===== src/impact_magnitude_peak_detector_assert.svh =====
// ----------------------------------------------------------------------------
// Assertion macros for the impact magnitude peak detector
// Both macros sample on clk_i and stay quiet while rst_ni is low.
// ----------------------------------------------------------------------------
`ifndef IMPACT_MAGNITUDE_PEAK_DETECTOR_ASSERT_SVH
`define IMPACT_MAGNITUDE_PEAK_DETECTOR_ASSERT_SVH

// Same-cycle implication
`define IMP_ASSERT_IMP(label, ante, cons, msg) \
  label: assert property (@(posedge clk_i) disable iff (!rst_ni) (ante) |-> (cons)) \
    else $error(msg);

// Next-cycle implication
`define IMP_ASSERT_NEXT(label, ante, cons, msg) \
  label: assert property (@(posedge clk_i) disable iff (!rst_ni) (ante) |=> (cons)) \
    else $error(msg);

`endif


===== src/imp_pkg.sv =====
`timescale 1ns / 1ps
`default_nettype none
// ----------------------------------------------------------------------------
// imp_pkg
// Shared constants, types and helpers of the impact magnitude peak detector.
// ----------------------------------------------------------------------------
package imp_pkg;

  // Calibration length (power of two: bias uses a floor shift)
  localparam int unsigned CAL_SAMPLES = 512;
  localparam int unsigned CAL_SHIFT   = $clog2(CAL_SAMPLES);
  localparam int unsigned CNT_W       = $clog2(CAL_SAMPLES + 1);

  localparam int unsigned RAW_W   = 16;
  localparam int unsigned CORR_W  = 17;
  localparam int unsigned BIAS_W  = 17;
  localparam int unsigned DIFF_W  = BIAS_W + 1;
  localparam int unsigned SUM_W   = CORR_W + CAL_SHIFT;
  localparam int unsigned ABS_W   = CORR_W - 1;
  localparam int unsigned SQ_W    = 2 * ABS_W;
  localparam int unsigned MAG_W   = 17;
  localparam int unsigned RAD_W   = 2 * MAG_W;
  localparam int unsigned REM_W   = MAG_W + 3;
  localparam int unsigned STEP_W  = $clog2(MAG_W);
  localparam int unsigned THR_W   = 17;
  localparam int unsigned GRAV_W  = 15;

  localparam int unsigned CFG_IDX_W  = 2;
  localparam int unsigned CFG_DATA_W = 17;

  localparam logic [THR_W-1:0]  THR_RESET  = THR_W'(2506);
  localparam logic [GRAV_W-1:0] GRAV_RESET = GRAV_W'(2048);

  localparam logic signed [DIFF_W-1:0] CORR_HI = DIFF_W'(65535);
  localparam logic signed [DIFF_W-1:0] CORR_LO = DIFF_W'(-65535);

  typedef enum logic [CFG_IDX_W-1:0] {
    CFG_THRESHOLD = 2'd0,
    CFG_GRAVITY   = 2'd1
  } cfg_idx_e;

  typedef enum logic [2:0] {
    S_IDLE,
    S_CORR,
    S_SQ,
    S_ROOT,
    S_OUT
  } state_e;

  typedef logic signed [RAW_W-1:0]  raw_t;
  typedef logic signed [BIAS_W-1:0] bias_t;
  typedef logic signed [CORR_W-1:0] corr_t;

  // Calibration status toward the sequencer
  typedef struct packed {
    logic  done;
    bias_t bias_x;
    bias_t bias_y;
    bias_t bias_z;
  } cal_stat_t;

  // Clamp a raw-minus-bias difference to the symmetric corrected range
  function automatic corr_t sat_corr(input logic signed [DIFF_W-1:0] d);
    corr_t r;
    if (d > CORR_HI) begin
      r = CORR_W'(CORR_HI);
    end else if (d < CORR_LO) begin
      r = CORR_W'(CORR_LO);
    end else begin
      r = CORR_W'(d);
    end
    return r;
  endfunction

endpackage
`default_nettype wire


===== src/impact_magnitude_peak_detector.sv =====
// A measurement request passes bias correction, then the shared 16x16 squaring
//   multiplier, then the square-root unit, which retires two radicand bits per cycle
//   (17 steps) and is the longest step; a new measurement request is taken only once
//   the previous result has been loaded into the output register.
// Calibration requests (the first 512 after reset) are taken one per cycle, no result.
// Reset (rst_ni low, asynchronous) clears calibration sums, biases, peak and control.
`timescale 1ns / 1ps
`default_nettype none
// ----------------------------------------------------------------------------
// impact_magnitude_peak_detector
// Three-axis accelerometer calibration, bias removal, vector magnitude,
// running peak and impact flag.
// ----------------------------------------------------------------------------
`include "impact_magnitude_peak_detector_assert.svh"

module impact_magnitude_peak_detector (
  input  logic                               clk_i,
  input  logic                               rst_ni,
  // configuration write channel
  input  logic                               cfg_valid_i,
  output logic                               cfg_ready_o,
  input  logic [imp_pkg::CFG_IDX_W-1:0]      cfg_index_i,
  input  logic [imp_pkg::CFG_DATA_W-1:0]     cfg_data_i,
  // sample request channel
  input  logic                               in_valid_i,
  output logic                               in_stall_o,
  input  logic signed [imp_pkg::RAW_W-1:0]   accel_x_i,
  input  logic signed [imp_pkg::RAW_W-1:0]   accel_y_i,
  input  logic signed [imp_pkg::RAW_W-1:0]   accel_z_i,
  // result channel
  output logic                               out_valid_o,
  input  logic                               out_stall_i,
  output logic signed [imp_pkg::CORR_W-1:0]  corrected_x_o,
  output logic signed [imp_pkg::CORR_W-1:0]  corrected_y_o,
  output logic signed [imp_pkg::CORR_W-1:0]  corrected_z_o,
  output logic [imp_pkg::MAG_W-1:0]          magnitude_o,
  output logic [imp_pkg::MAG_W-1:0]          peak_magnitude_o,
  output logic                               impact_o
);

  // --------------------------------------------------------------------------
  // Configuration registers: always ready, unknown indexes drop silently
  // --------------------------------------------------------------------------
  logic [imp_pkg::THR_W-1:0]  thr_q;
  logic [imp_pkg::GRAV_W-1:0] grav_q;

  assign cfg_ready_o = 1'b1;

  always_ff @(posedge clk_i or negedge rst_ni) begin
    if (!rst_ni) begin
      thr_q  <= imp_pkg::THR_RESET;
      grav_q <= imp_pkg::GRAV_RESET;
    end else if (cfg_valid_i && cfg_ready_o) begin
      case (cfg_index_i)
        imp_pkg::CFG_THRESHOLD: thr_q  <= cfg_data_i[imp_pkg::THR_W-1:0];
        imp_pkg::CFG_GRAVITY:   grav_q <= cfg_data_i[imp_pkg::GRAV_W-1:0];
        default: ;
      endcase
    end
  end

  // --------------------------------------------------------------------------
  // Sequencer state and datapath registers
  // --------------------------------------------------------------------------
  imp_pkg::state_e              state_q, state_d;
  logic [1:0]                   sq_cnt_q, sq_cnt_d;
  logic                         in_acc;
  logic                         load;
  logic                         sq_start;
  logic                         sq_done;
  logic [imp_pkg::MAG_W-1:0]    root;
  imp_pkg::cal_stat_t           cal_stat;

  imp_pkg::raw_t                raw_x_q, raw_y_q, raw_z_q;
  imp_pkg::corr_t               corr_x_q, corr_y_q, corr_z_q;
  imp_pkg::corr_t               corr_x, corr_y, corr_z;
  logic [imp_pkg::ABS_W-1:0]    abs_x_q, abs_y_q, abs_z_q;
  logic [imp_pkg::ABS_W-1:0]    mul_op;
  logic [imp_pkg::SQ_W-1:0]     prod_q;
  logic [imp_pkg::RAD_W-1:0]    acc_q;
  logic [imp_pkg::RAD_W-1:0]    radicand;

  logic                         out_valid_q;
  imp_pkg::corr_t               out_x_q, out_y_q, out_z_q;
  logic [imp_pkg::MAG_W-1:0]    mag_q;
  logic [imp_pkg::MAG_W-1:0]    peak_q;
  logic                         impact_q;

  assign in_acc = in_valid_i && !in_stall_o;

  // calibration: every request until the count fills goes to the summers
  imp_calib u_calib (
    .clk_i     (clk_i),
    .rst_ni    (rst_ni),
    .take_i    (in_acc),
    .ax_i      (accel_x_i),
    .ay_i      (accel_y_i),
    .az_i      (accel_z_i),
    .gravity_i (grav_q),
    .stat_o    (cal_stat)
  );

  // bias removal with symmetric saturation
  assign corr_x = imp_pkg::sat_corr(imp_pkg::DIFF_W'(raw_x_q) - imp_pkg::DIFF_W'(cal_stat.bias_x));
  assign corr_y = imp_pkg::sat_corr(imp_pkg::DIFF_W'(raw_y_q) - imp_pkg::DIFF_W'(cal_stat.bias_y));
  assign corr_z = imp_pkg::sat_corr(imp_pkg::DIFF_W'(raw_z_q) - imp_pkg::DIFF_W'(cal_stat.bias_z));

  // shared squaring multiplier: operand picked by the sequence count
  always_comb begin
    case (sq_cnt_q)
      2'd0:    mul_op = abs_x_q;
      2'd1:    mul_op = abs_y_q;
      2'd2:    mul_op = abs_z_q;
      default: mul_op = '0;
    endcase
  end

  // final partial product joins the sum on its way into the root unit
  assign radicand = acc_q + imp_pkg::RAD_W'(prod_q);

  imp_sqrt u_sqrt (
    .clk_i      (clk_i),
    .rst_ni     (rst_ni),
    .start_i    (sq_start),
    .radicand_i (radicand),
    .done_o     (sq_done),
    .root_o     (root)
  );

  // --------------------------------------------------------------------------
  // Next state and strobes
  // --------------------------------------------------------------------------
  always_comb begin
    state_d    = state_q;
    sq_cnt_d   = sq_cnt_q;
    sq_start   = 1'b0;
    load       = 1'b0;
    in_stall_o = 1'b1;
    case (state_q)
      imp_pkg::S_IDLE: begin
        in_stall_o = 1'b0;
        // calibration requests stay in idle, measurements start the sequence
        if (in_valid_i && cal_stat.done) begin
          state_d = imp_pkg::S_CORR;
        end
      end
      imp_pkg::S_CORR: begin
        sq_cnt_d = '0;
        state_d  = imp_pkg::S_SQ;
      end
      imp_pkg::S_SQ: begin
        sq_cnt_d = sq_cnt_q + 2'd1;
        if (sq_cnt_q == 2'd3) begin
          sq_start = 1'b1;
          state_d  = imp_pkg::S_ROOT;
        end
      end
      imp_pkg::S_ROOT: begin
        if (sq_done) begin
          state_d = imp_pkg::S_OUT;
        end
      end
      imp_pkg::S_OUT: begin
        // hold until the output register is free or being drained
        if (!out_valid_q || !out_stall_i) begin
          load    = 1'b1;
          state_d = imp_pkg::S_IDLE;
        end
      end
      default: state_d = imp_pkg::S_IDLE;
    endcase
  end

  always_ff @(posedge clk_i or negedge rst_ni) begin
    if (!rst_ni) begin
      state_q     <= imp_pkg::S_IDLE;
      sq_cnt_q    <= '0;
      out_valid_q <= 1'b0;
      peak_q      <= '0;
    end else begin
      state_q  <= state_d;
      sq_cnt_q <= sq_cnt_d;
      if (load) begin
        out_valid_q <= 1'b1;
        if (root > peak_q) begin
          peak_q <= root;
        end
      end else if (out_valid_q && !out_stall_i) begin
        out_valid_q <= 1'b0;
      end
    end
  end

  // payload registers, no reset
  always_ff @(posedge clk_i) begin
    if (in_acc) begin
      raw_x_q <= accel_x_i;
      raw_y_q <= accel_y_i;
      raw_z_q <= accel_z_i;
    end
    if (state_q == imp_pkg::S_CORR) begin
      corr_x_q <= corr_x;
      corr_y_q <= corr_y;
      corr_z_q <= corr_z;
      abs_x_q  <= corr_x[imp_pkg::CORR_W-1] ? imp_pkg::ABS_W'(-corr_x) : imp_pkg::ABS_W'(corr_x);
      abs_y_q  <= corr_y[imp_pkg::CORR_W-1] ? imp_pkg::ABS_W'(-corr_y) : imp_pkg::ABS_W'(corr_y);
      abs_z_q  <= corr_z[imp_pkg::CORR_W-1] ? imp_pkg::ABS_W'(-corr_z) : imp_pkg::ABS_W'(corr_z);
      acc_q    <= '0;
    end
    if (state_q == imp_pkg::S_SQ) begin
      prod_q <= mul_op * mul_op;
      // first cycle has no product yet to accumulate
      if (sq_cnt_q != 2'd0) begin
        acc_q <= acc_q + imp_pkg::RAD_W'(prod_q);
      end
    end
    if (load) begin
      out_x_q  <= corr_x_q;
      out_y_q  <= corr_y_q;
      out_z_q  <= corr_z_q;
      mag_q    <= root;
      impact_q <= (root >= thr_q);
    end
  end

  assign out_valid_o      = out_valid_q;
  assign corrected_x_o    = out_x_q;
  assign corrected_y_o    = out_y_q;
  assign corrected_z_o    = out_z_q;
  assign magnitude_o      = mag_q;
  assign peak_magnitude_o = peak_q;
  assign impact_o         = impact_q;

  // --------------------------------------------------------------------------
  // Assertions
  // --------------------------------------------------------------------------
  `IMP_ASSERT_IMP(a_peak_covers_mag, out_valid_o, peak_magnitude_o >= magnitude_o,
    "peak below current magnitude")
  `IMP_ASSERT_IMP(a_no_result_in_cal, !cal_stat.done, !out_valid_o,
    "result during calibration")
  `IMP_ASSERT_NEXT(a_busy_after_meas, in_acc && cal_stat.done, in_stall_o,
    "measurement did not lock the input")
  `IMP_ASSERT_IMP(a_root_done_in_wait, sq_done, state_q == imp_pkg::S_ROOT,
    "root finished outside its wait state")

endmodule
`default_nettype wire


===== src/imp_sqrt.sv =====
`timescale 1ns / 1ps
`default_nettype none
// ----------------------------------------------------------------------------
// imp_sqrt
// Bit-serial floor square root, two radicand bits per cycle.
// ----------------------------------------------------------------------------
module imp_sqrt (
  input  logic                           clk_i,
  input  logic                           rst_ni,
  input  logic                           start_i,
  input  logic [imp_pkg::RAD_W-1:0]      radicand_i,
  output logic                           done_o,
  output logic [imp_pkg::MAG_W-1:0]      root_o
);

  logic                          busy_q, busy_d;
  logic                          done_q, done_d;
  logic [imp_pkg::STEP_W-1:0]    step_q, step_d;
  logic [imp_pkg::RAD_W-1:0]     rad_q, rad_d;
  logic [imp_pkg::REM_W-1:0]     rem_q, rem_d;
  logic [imp_pkg::MAG_W-1:0]     root_q, root_d;
  logic [imp_pkg::REM_W-1:0]     rem_sh, trial;
  logic                          last;

  assign last   = (step_q == imp_pkg::STEP_W'(imp_pkg::MAG_W - 1));
  assign rem_sh = {rem_q[imp_pkg::REM_W-3:0], rad_q[imp_pkg::RAD_W-1 -: 2]};
  assign trial  = imp_pkg::REM_W'({root_q, 2'b01});

  always_comb begin
    busy_d = busy_q;
    done_d = 1'b0;
    step_d = step_q;
    rad_d  = rad_q;
    rem_d  = rem_q;
    root_d = root_q;
    if (start_i) begin
      busy_d = 1'b1;
      step_d = '0;
      rad_d  = radicand_i;
      rem_d  = '0;
      root_d = '0;
    end else if (busy_q) begin
      rad_d  = {rad_q[imp_pkg::RAD_W-3:0], 2'b00};
      step_d = step_q + imp_pkg::STEP_W'(1);
      if (rem_sh >= trial) begin
        rem_d  = rem_sh - trial;
        root_d = {root_q[imp_pkg::MAG_W-2:0], 1'b1};
      end else begin
        rem_d  = rem_sh;
        root_d = {root_q[imp_pkg::MAG_W-2:0], 1'b0};
      end
      if (last) begin
        busy_d = 1'b0;
        done_d = 1'b1;
      end
    end
  end

  always_ff @(posedge clk_i or negedge rst_ni) begin
    if (!rst_ni) begin
      busy_q <= 1'b0;
      done_q <= 1'b0;
      step_q <= '0;
    end else begin
      busy_q <= busy_d;
      done_q <= done_d;
      step_q <= step_d;
    end
  end

  always_ff @(posedge clk_i) begin
    rad_q  <= rad_d;
    rem_q  <= rem_d;
    root_q <= root_d;
  end

  assign done_o = done_q;
  assign root_o = root_q;

endmodule
`default_nettype wire


===== src/imp_calib.sv =====
`timescale 1ns / 1ps
`default_nettype none
// ----------------------------------------------------------------------------
// imp_calib
// Sums the calibration samples and derives the per-axis bias.
// ----------------------------------------------------------------------------
module imp_calib (
  input  logic                          clk_i,
  input  logic                          rst_ni,
  input  logic                          take_i,
  input  imp_pkg::raw_t                 ax_i,
  input  imp_pkg::raw_t                 ay_i,
  input  imp_pkg::raw_t                 az_i,
  input  logic [imp_pkg::GRAV_W-1:0]    gravity_i,
  output imp_pkg::cal_stat_t            stat_o
);

  logic [imp_pkg::CNT_W-1:0]          cnt_q, cnt_d;
  logic signed [imp_pkg::SUM_W-1:0]   sum_x_q, sum_y_q, sum_z_q;
  logic signed [imp_pkg::SUM_W-1:0]   sum_x_d, sum_y_d, sum_z_d;
  imp_pkg::bias_t                     bias_x_q, bias_y_q, bias_z_q;
  logic signed [imp_pkg::SUM_W-1:0]   grav_ext;
  logic                               done, last;

  assign done = (cnt_q == imp_pkg::CNT_W'(imp_pkg::CAL_SAMPLES));
  assign last = (cnt_q == imp_pkg::CNT_W'(imp_pkg::CAL_SAMPLES - 1));

  assign grav_ext = imp_pkg::SUM_W'(signed'({1'b0, gravity_i}));
  assign sum_x_d  = sum_x_q + imp_pkg::SUM_W'(ax_i);
  assign sum_y_d  = sum_y_q + imp_pkg::SUM_W'(ay_i);
  assign sum_z_d  = sum_z_q + imp_pkg::SUM_W'(az_i) - grav_ext;
  assign cnt_d    = cnt_q + imp_pkg::CNT_W'(1);

  always_ff @(posedge clk_i or negedge rst_ni) begin
    if (!rst_ni) begin
      cnt_q    <= '0;
      sum_x_q  <= '0;
      sum_y_q  <= '0;
      sum_z_q  <= '0;
      bias_x_q <= '0;
      bias_y_q <= '0;
      bias_z_q <= '0;
    end else if (take_i && !done) begin
      cnt_q   <= cnt_d;
      sum_x_q <= sum_x_d;
      sum_y_q <= sum_y_d;
      sum_z_q <= sum_z_d;
      // floor mean: arithmetic shift of the final sums
      if (last) begin
        bias_x_q <= imp_pkg::BIAS_W'(sum_x_d >>> imp_pkg::CAL_SHIFT);
        bias_y_q <= imp_pkg::BIAS_W'(sum_y_d >>> imp_pkg::CAL_SHIFT);
        bias_z_q <= imp_pkg::BIAS_W'(sum_z_d >>> imp_pkg::CAL_SHIFT);
      end
    end
  end

  assign stat_o.done   = done;
  assign stat_o.bias_x = bias_x_q;
  assign stat_o.bias_y = bias_y_q;
  assign stat_o.bias_z = bias_z_q;

endmodule
`default_nettype wire

===== config.mk =====
export PLATFORM = sky130hd
export DESIGN_NAME = impact_magnitude_peak_detector
export DESIGN_NICKNAME = d
export VERILOG_FILES = /design/src/imp_pkg.sv /design/src/impact_magnitude_peak_detector.sv /design/src/imp_sqrt.sv /design/src/imp_calib.sv
export VERILOG_INCLUDE_DIRS = /design/src /design/src/src
export SDC_FILE = /design/constraint.sdc
export NUM_CORES = 2
export LEC_CHECK = 0
export BUFFER_PORTS_ARGS = -buffer_cell sky130_fd_sc_hd__clkbuf_2
export CORE_AREA = 5 5 266 268
export CTS_CLUSTER_DIAMETER = 60
export DETAILED_ROUTE_END_ITERATION = 10
export DIE_AREA = 0 0 271 273
export PLACE_DENSITY = 0.77
export SYNTH_ARGS = -nofsm -noshare
export SYNTH_HDL_FRONTEND = slang
export SYNTH_SLANG_ARGS = --single-unit

===== constraint.sdc =====
create_clock -name clk_i -period 7.6 [get_ports clk_i]
set_input_delay 0 -clock clk_i [delete_from_list [all_inputs] [get_ports clk_i]]
set_output_delay 0 -clock clk_i [all_outputs]
set_load 0.1 [all_outputs]

Yosys cells after proc, flatten, opt, wreduce, memory -nomap -nowiden --
Cells that the tools add are included.
Storage, ports and cells: bits of input ports 72, output and inout bits 89, flip-flop bits (word level) 552, logic and storage cells 133
Cells by class: add/sub/neg operators 15, magnitude comparators 9, muxes and demuxes 38, equal/unequal tests 15, $mul 1, reductions and logical operators 20
Operators with widths (count):
- $mux W34 | 5
- $mux W17 | 6
- $add A26 B16 Y26 | 3
- $gt A18 B17 Y1 const B | 3
- $lt A18 B17 Y1 const B | 3
- $sub A16 B17 Y18 | 3
- $mux W16 | 3
- $neg A16 Y16 | 3
- $pmux W16 S3 | 1
- $add A34 B32 Y34 | 1
- $mul A16 B16 Y32 | 1
- $sub A26 B16 Y26 | 1
- $ge A20 B19 Y1 | 1
- $mux W18 | 1
- $sub A18 B18 Y18 | 1
- $ge A17 B17 Y1 | 1
- $gt A17 B17 Y1 | 1
- $pmux W3 S5 | 1
- $mux W1 | 14
- $mux W3 | 4
- $add A10 B1 Y10 const B | 1
- $eq A10 B10 Y1 const B | 1
- $eq A10 B9 Y1 const B | 1
- $mux W5 | 2
- other kinds (19) | 36

Logic depth before layout (Yosys ltp) --
depth after elaboration 6, gate-level depth with buffers 32, mapped depth without buffers 30

Cells and area by module --
From an unflattened synthesis, not the netlist that was laid out.
Unflattened totals: cells, all modules 4048, area total of the unflattened synthesis 39588.0 um2
By module, submodules not included:
- impact_magnitude_peak_detector | sequential area each 9392.8 um2, area an instance 25766.0 um2, times used 1, cells each 2525
- imp_calib | sequential area each 3478.3 um2, area an instance 9761.9 um2, times used 1, cells each 1139
- imp_sqrt | sequential area each 1896.8 um2, area an instance 4060.1 um2, times used 1, cells each 384

Least setup slack after synthesis --
Ideal clock, no wire load.
path type flip-flop to flip-flop, start register sq_cnt_q[0], end register prod_q[30] (netlist name) (data pin), setup slack 0.194 ns, library setup time 0.265 ns, cell stages (with the launch flop) 28, buffers on the path 2, data required time 7.335 ns, period minus slack after synthesis 7.406 ns, arrival 7.141 ns, cell sequence dfrtp_1 -> inv_1 -> ha_1 -> clkbuf_1 -> a222oi_1 -> or2_2 -> clkbuf_1 -> clkinv_1 -> nand2_1 -> inv_1 -> fa_1 -> fa_1 -> fa_1 -> fa_1 -> fa_1 -> inv_1 -> fa_1 -> inv_1 -> ha_1 -> and3_1 -> a221oi_1 -> inv_1 -> a22o_1 -> a311o_1 -> nor2_1 -> o211a_1 -> o21ai_0 -> xor2_1
Between the ends: cells in the longest elaborated chain, start to end 3, elaborated cells on any way between the ends 5, classes of those cells 1 x mul; 2 x eq/ne; 1 x mux; 1 x reduce/logical
Ends and longest elaborated chain:
- start, declared | line impact_magnitude_peak_detector.sv:66 | logic [1:0] sq_cnt_q, sq_cnt_d;
- start signal, assigned | line impact_magnitude_peak_detector.sv:182 | sq_cnt_q <= sq_cnt_d;
- $eq A2 B2 Y1 (tied with other cells) | line impact_magnitude_peak_detector.sv:110 | case (sq_cnt_q)
- $pmux W16 S3 (*) | line impact_magnitude_peak_detector.sv:110
- $mul A16 B16 Y32 (*) | line impact_magnitude_peak_detector.sv:211 | prod_q <= mul_op * mul_op;
- end signal, assigned | line impact_magnitude_peak_detector.sv:211
- end, declared | line impact_magnitude_peak_detector.sv:79 | logic [imp_pkg::SQ_W-1:0] prod_q;
Every way passes the cells marked *; elsewhere a longest branch is shown, timed or not. A chain may end at the register's enable or synchronous reset.

Worst setup path after layout --
Same ends and word-level chain as after synthesis.

==> impl_results.md <==
* Max cap viols at 0
* Critical Path End Type: flop
* Placer Congestion at 0.9466
* Skew final at 0.03409 ns
* CTS root buffer: clkbuf_16
* Total track usage at 0.2463
* Register-to-register setup slack at 0.31 ns
* Number of synthesized flops with an enable pin at 278
* Grt total ovfl at 0
* Die area at 73980 µm²
* Slew HR at 0.2840
* Via count at 28795
* Antenna Nets Post-Route at 0
* FF+latch count, synth at 548
* Synthesis-to-layout area growth at 13.90%
* First-pass GRT wire length at 148700 µm
* Maximum root-to-sink buffer count at 3
* Max Slew Vio Count at 0
* Yosys top cell area share at 0.2183
* Largest cells by area after synthesis: edfxtp_1 22%, dfrtp_1 13%, ha_1 11%
* RR Endpoint: prod_q[30]
* Cell Area, Synth at 38240 µm²
* Initial antenna violation count at 1
* Die Ht at 273 µm
* Post-Synthesis Cells at 3919
* Ys async rst share at 0.3668
* Arrival time worst endpoint at 7.64 ns
* Drt pass-1 iters at 6
* Placeable Area at 68110 µm²
* IO Port Bufs at 159
* R2R cell count at 23
* Slew @ Worst Pin at 1.074 ns
* DR WL/cell at 17.89 µm
* Clock sinks at 548
* CTS buffer count at 67
* Drt drc at 0
* PwrDens at 224.5 nW/µm²
* Levels on crit path at 23
* Avg Inst Size Synth at 9.758 µm²
* Largest net degree at the start of global routing at 105
* Switching power at 0.003284 W
* Prevailing post-synth register cell: edfxtp_1
* Synth Warn # at 0
* Clk slew on worst S/H paths at 0.06 ns
* Startpoint Class: flop
* Vias in the first global route at 28351
* Clk_lat worst skew at 0.64 ns
* Setup violators final at 0
* Peak supply drop at 206.4 µV
* Top delay family on crit path: adder cells
* Critical setup path kind: flop to flop
* Maximum clock frequency at 137.2 MHz
* Via density at 5.610
* Status: finished, final reports clean
* Met3 usage at 0.04293
* Clock power frac at 0.322
* Switching share of power at 0.3358
* Row cnt at 96
* M2 GR Usage at 0.3925
* Initial Util at 0.5615
* Final Critical Period at 7.287 ns
* Starting DRT DRC Count at 2040
* Tcrit/Tclk final at 0.9589
* Hold Vio Cnt, Final at 0
* CTS tree: yes
* Filler cells at 5255
* Met1 usage at 0.3376
* CP required at 7.95 ns
* Sequential power share at 0.366
* Die X at 271 µm
* Final TNS setup at 0 ns
* CP max stage cell: a222oi_1
* Combinational Power Share at 0.312
* # H-tree levels at 3
* Critical path peak fanout at 10
* Tot Pwr at 0.009780 W
* Placed cells at 4901
* Leakage power at 19.70 nW
* Distinct cells, synth at 95
* Reg2reg start: sq_cnt_q[0]
* Post-synthesis sequential area ratio at 0.3862
* Syn Nets at 4506
* Critical path's largest stage delay at 0.65 ns
* CP bufs+invs at 4
* Hold crit path type: input pin to async pin
* Share of layout cells above drive strength 1 at 0.1019
* Dpl hpwl at 67890 µm
* Pint at 0.006496 W
* Busiest layer in global routing: met2
* CP most frequent cell: fa_1
* WL final at 91820 µm
* Critical-path cell list: inv_2, ha_4, a222oi_1, or2_2, nor2_1, fa_1, fa_1, fa_1, fa_1, fa_1, inv_1, fa_1, inv_1, ha_1, and3_1, a221oi_1, inv_1, a22o_1, a311o_1, nor2_2, o211a_1, o21ai_0, xor2_1
* Yosys top cell by area: edfxtp_1
* Nets at 4781
* I/O pin cnt at 161
* Fin cells at 5133
[layout by cell type (no fill, tap or decap), drive strengths merged, types with 40 or more instances in the layout]
| master | count |
|---|---|
| a211oi | 40 |
| a21o | 88 |
| a21oi | 173 |
| a31oi | 40 |
| buf | 67 |
| clkbuf | 245 |
| dfrtp | 194 |
| dfxtp | 69 |
| dlygate4sd3 | 100 |
| edfxtp | 278 |
| fa | 186 |
| ha | 329 |
| inv | 520 |
| mux2i | 53 |
| nand2 | 394 |
| nand2b | 45 |
| nand3 | 88 |
| nor2 | 242 |
| nor3 | 54 |
| o21a | 43 |
| o21ai | 332 |
| xnor2 | 117 |
| xor2 | 109 |
[area by class of cell]
| cell class | count | area, µm² | area share |
|---|---|---|---|
| inverters | 515 | 1936 | 0.04444 |
| flip-flops and latches | 548 | 14770 | 0.3391 |
| multi-input cells | 2736 | 21210 | 0.4868 |
| clock buffers | 86 | 1829 | 0.04199 |
| clock inverters | 38 | 364.1 | 0.008359 |
| repair buffers | 326 | 2346 | 0.05386 |
| diodes | 2 | 5.005 | 0.0001149 |
| well taps | 882 | 1104 | 0.02533 |
[timing repair]
item                       in CTS  in global routing
gates resized for setup         0                 17
setup endpoints to repair       0                 10
buffers inserted                0                  6
hold buffers                  100                  0
hold endpoints to repair      212                  0
[how the worst max path moves through the flow]
| stage | start | end | slack (ns) |
|---|---|---|---|
| 4_1_cts | sq_cnt_q[0] | prod_q[30] | 0.04 |
| 5_1_grt | sq_cnt_q[0] | prod_q[30] | -0.02 |
| 6_report | sq_cnt_q[0] | prod_q[30] | 0.31 |
| 3_5_place_dp | sq_cnt_q[0] | prod_q[30] | 0.06 |
| 2_1_floorplan | sq_cnt_q[0] | prod_q[30] | 0.19 |
| 3_3_place_gp | sq_cnt_q[0] | prod_q[30] | 0.19 |
[routing by layer]
metal,wire (µm),share of wire
met2,41950,0.46
met4,3710,0.040
met5,0,0
met1,40710,0.44
met3,5446,0.059
[power groups by stage]
| stage | sequential [W] | clock (W) | combinational [W] |
|---|---|---|---|
| 2_1_floorplan | 0.00358 | 0 | 0.00230 |
| 3_3_place_gp | 0.00362 | 0 | 0.00283 |
| 3_5_place_dp | 0.00363 | 0 | 0.00291 |
| 4_1_cts | 0.00357 | 0.00320 | 0.00299 |
| 5_1_grt | 0.00361 | 0.00334 | 0.00343 |
| 6_report | 0.00358 | 0.00315 | 0.00305 |
[metrics by stage]
stage	hold WS, ns	utilization	setup WS, ns	cell area (µm²)
final	0.04608	0.6396	0.3126	43560
after global routing	0.1267	0.6396	-0.01636	43560
after CTS	0.04583	0.6379	0.04355	43440
after detailed placement	0.1423	0.5910	0.06318	40250
after global placement	0.1388	0.5910	0.1869	40250
after floorplan	-0.2956	-	0.1941	38240
[sequential cells by signal, indices dropped and copies added (netlist names), 18 cells and up]
name,count
u_calib.sum_z_q,26
u_calib.sum_y_q,26
acc_q,34
u_sqrt.rem_q,18
u_sqrt.rad_q,34
prod_q,31
u_calib.sum_x_q,26
[kinds of logic (layout without fill, tap and decap cells)]
family,Yosys count,count (layout),share of synthesized area
AND/OR/NAND/NOR,999,999,0.1206
XOR/XNOR,226,226,0.05176
multiplexers,78,78,0.02153
AO/OA/AOI/OAI,902,902,0.1482
buffers and inverters,635,965,0.06275
other,1,3,0.00009806
flip-flops,548,548,0.3862
adder cells (fa/ha/maj),530,530,0.2089
[cell usage after synthesis, types with 53 or more instances]
| cell | n |
|---|---|
| ha_1 | 329 |
| nand3_1 | 88 |
| xor2_1 | 109 |
| nor3_1 | 53 |
| clkbuf_1 | 106 |
| a21o_1 | 87 |
| inv_1 | 511 |
| a21oi_1 | 173 |
| edfxtp_1 | 278 |
| nand2_1 | 394 |
| o21ai_0 | 329 |
| dfrtp_1 | 194 |
| dfxtp_1 | 69 |
| xnor2_1 | 117 |
| fa_1 | 186 |
| mux2i_1 | 53 |
| nor2_1 | 241 |
(Power assumes the default switching activity.)
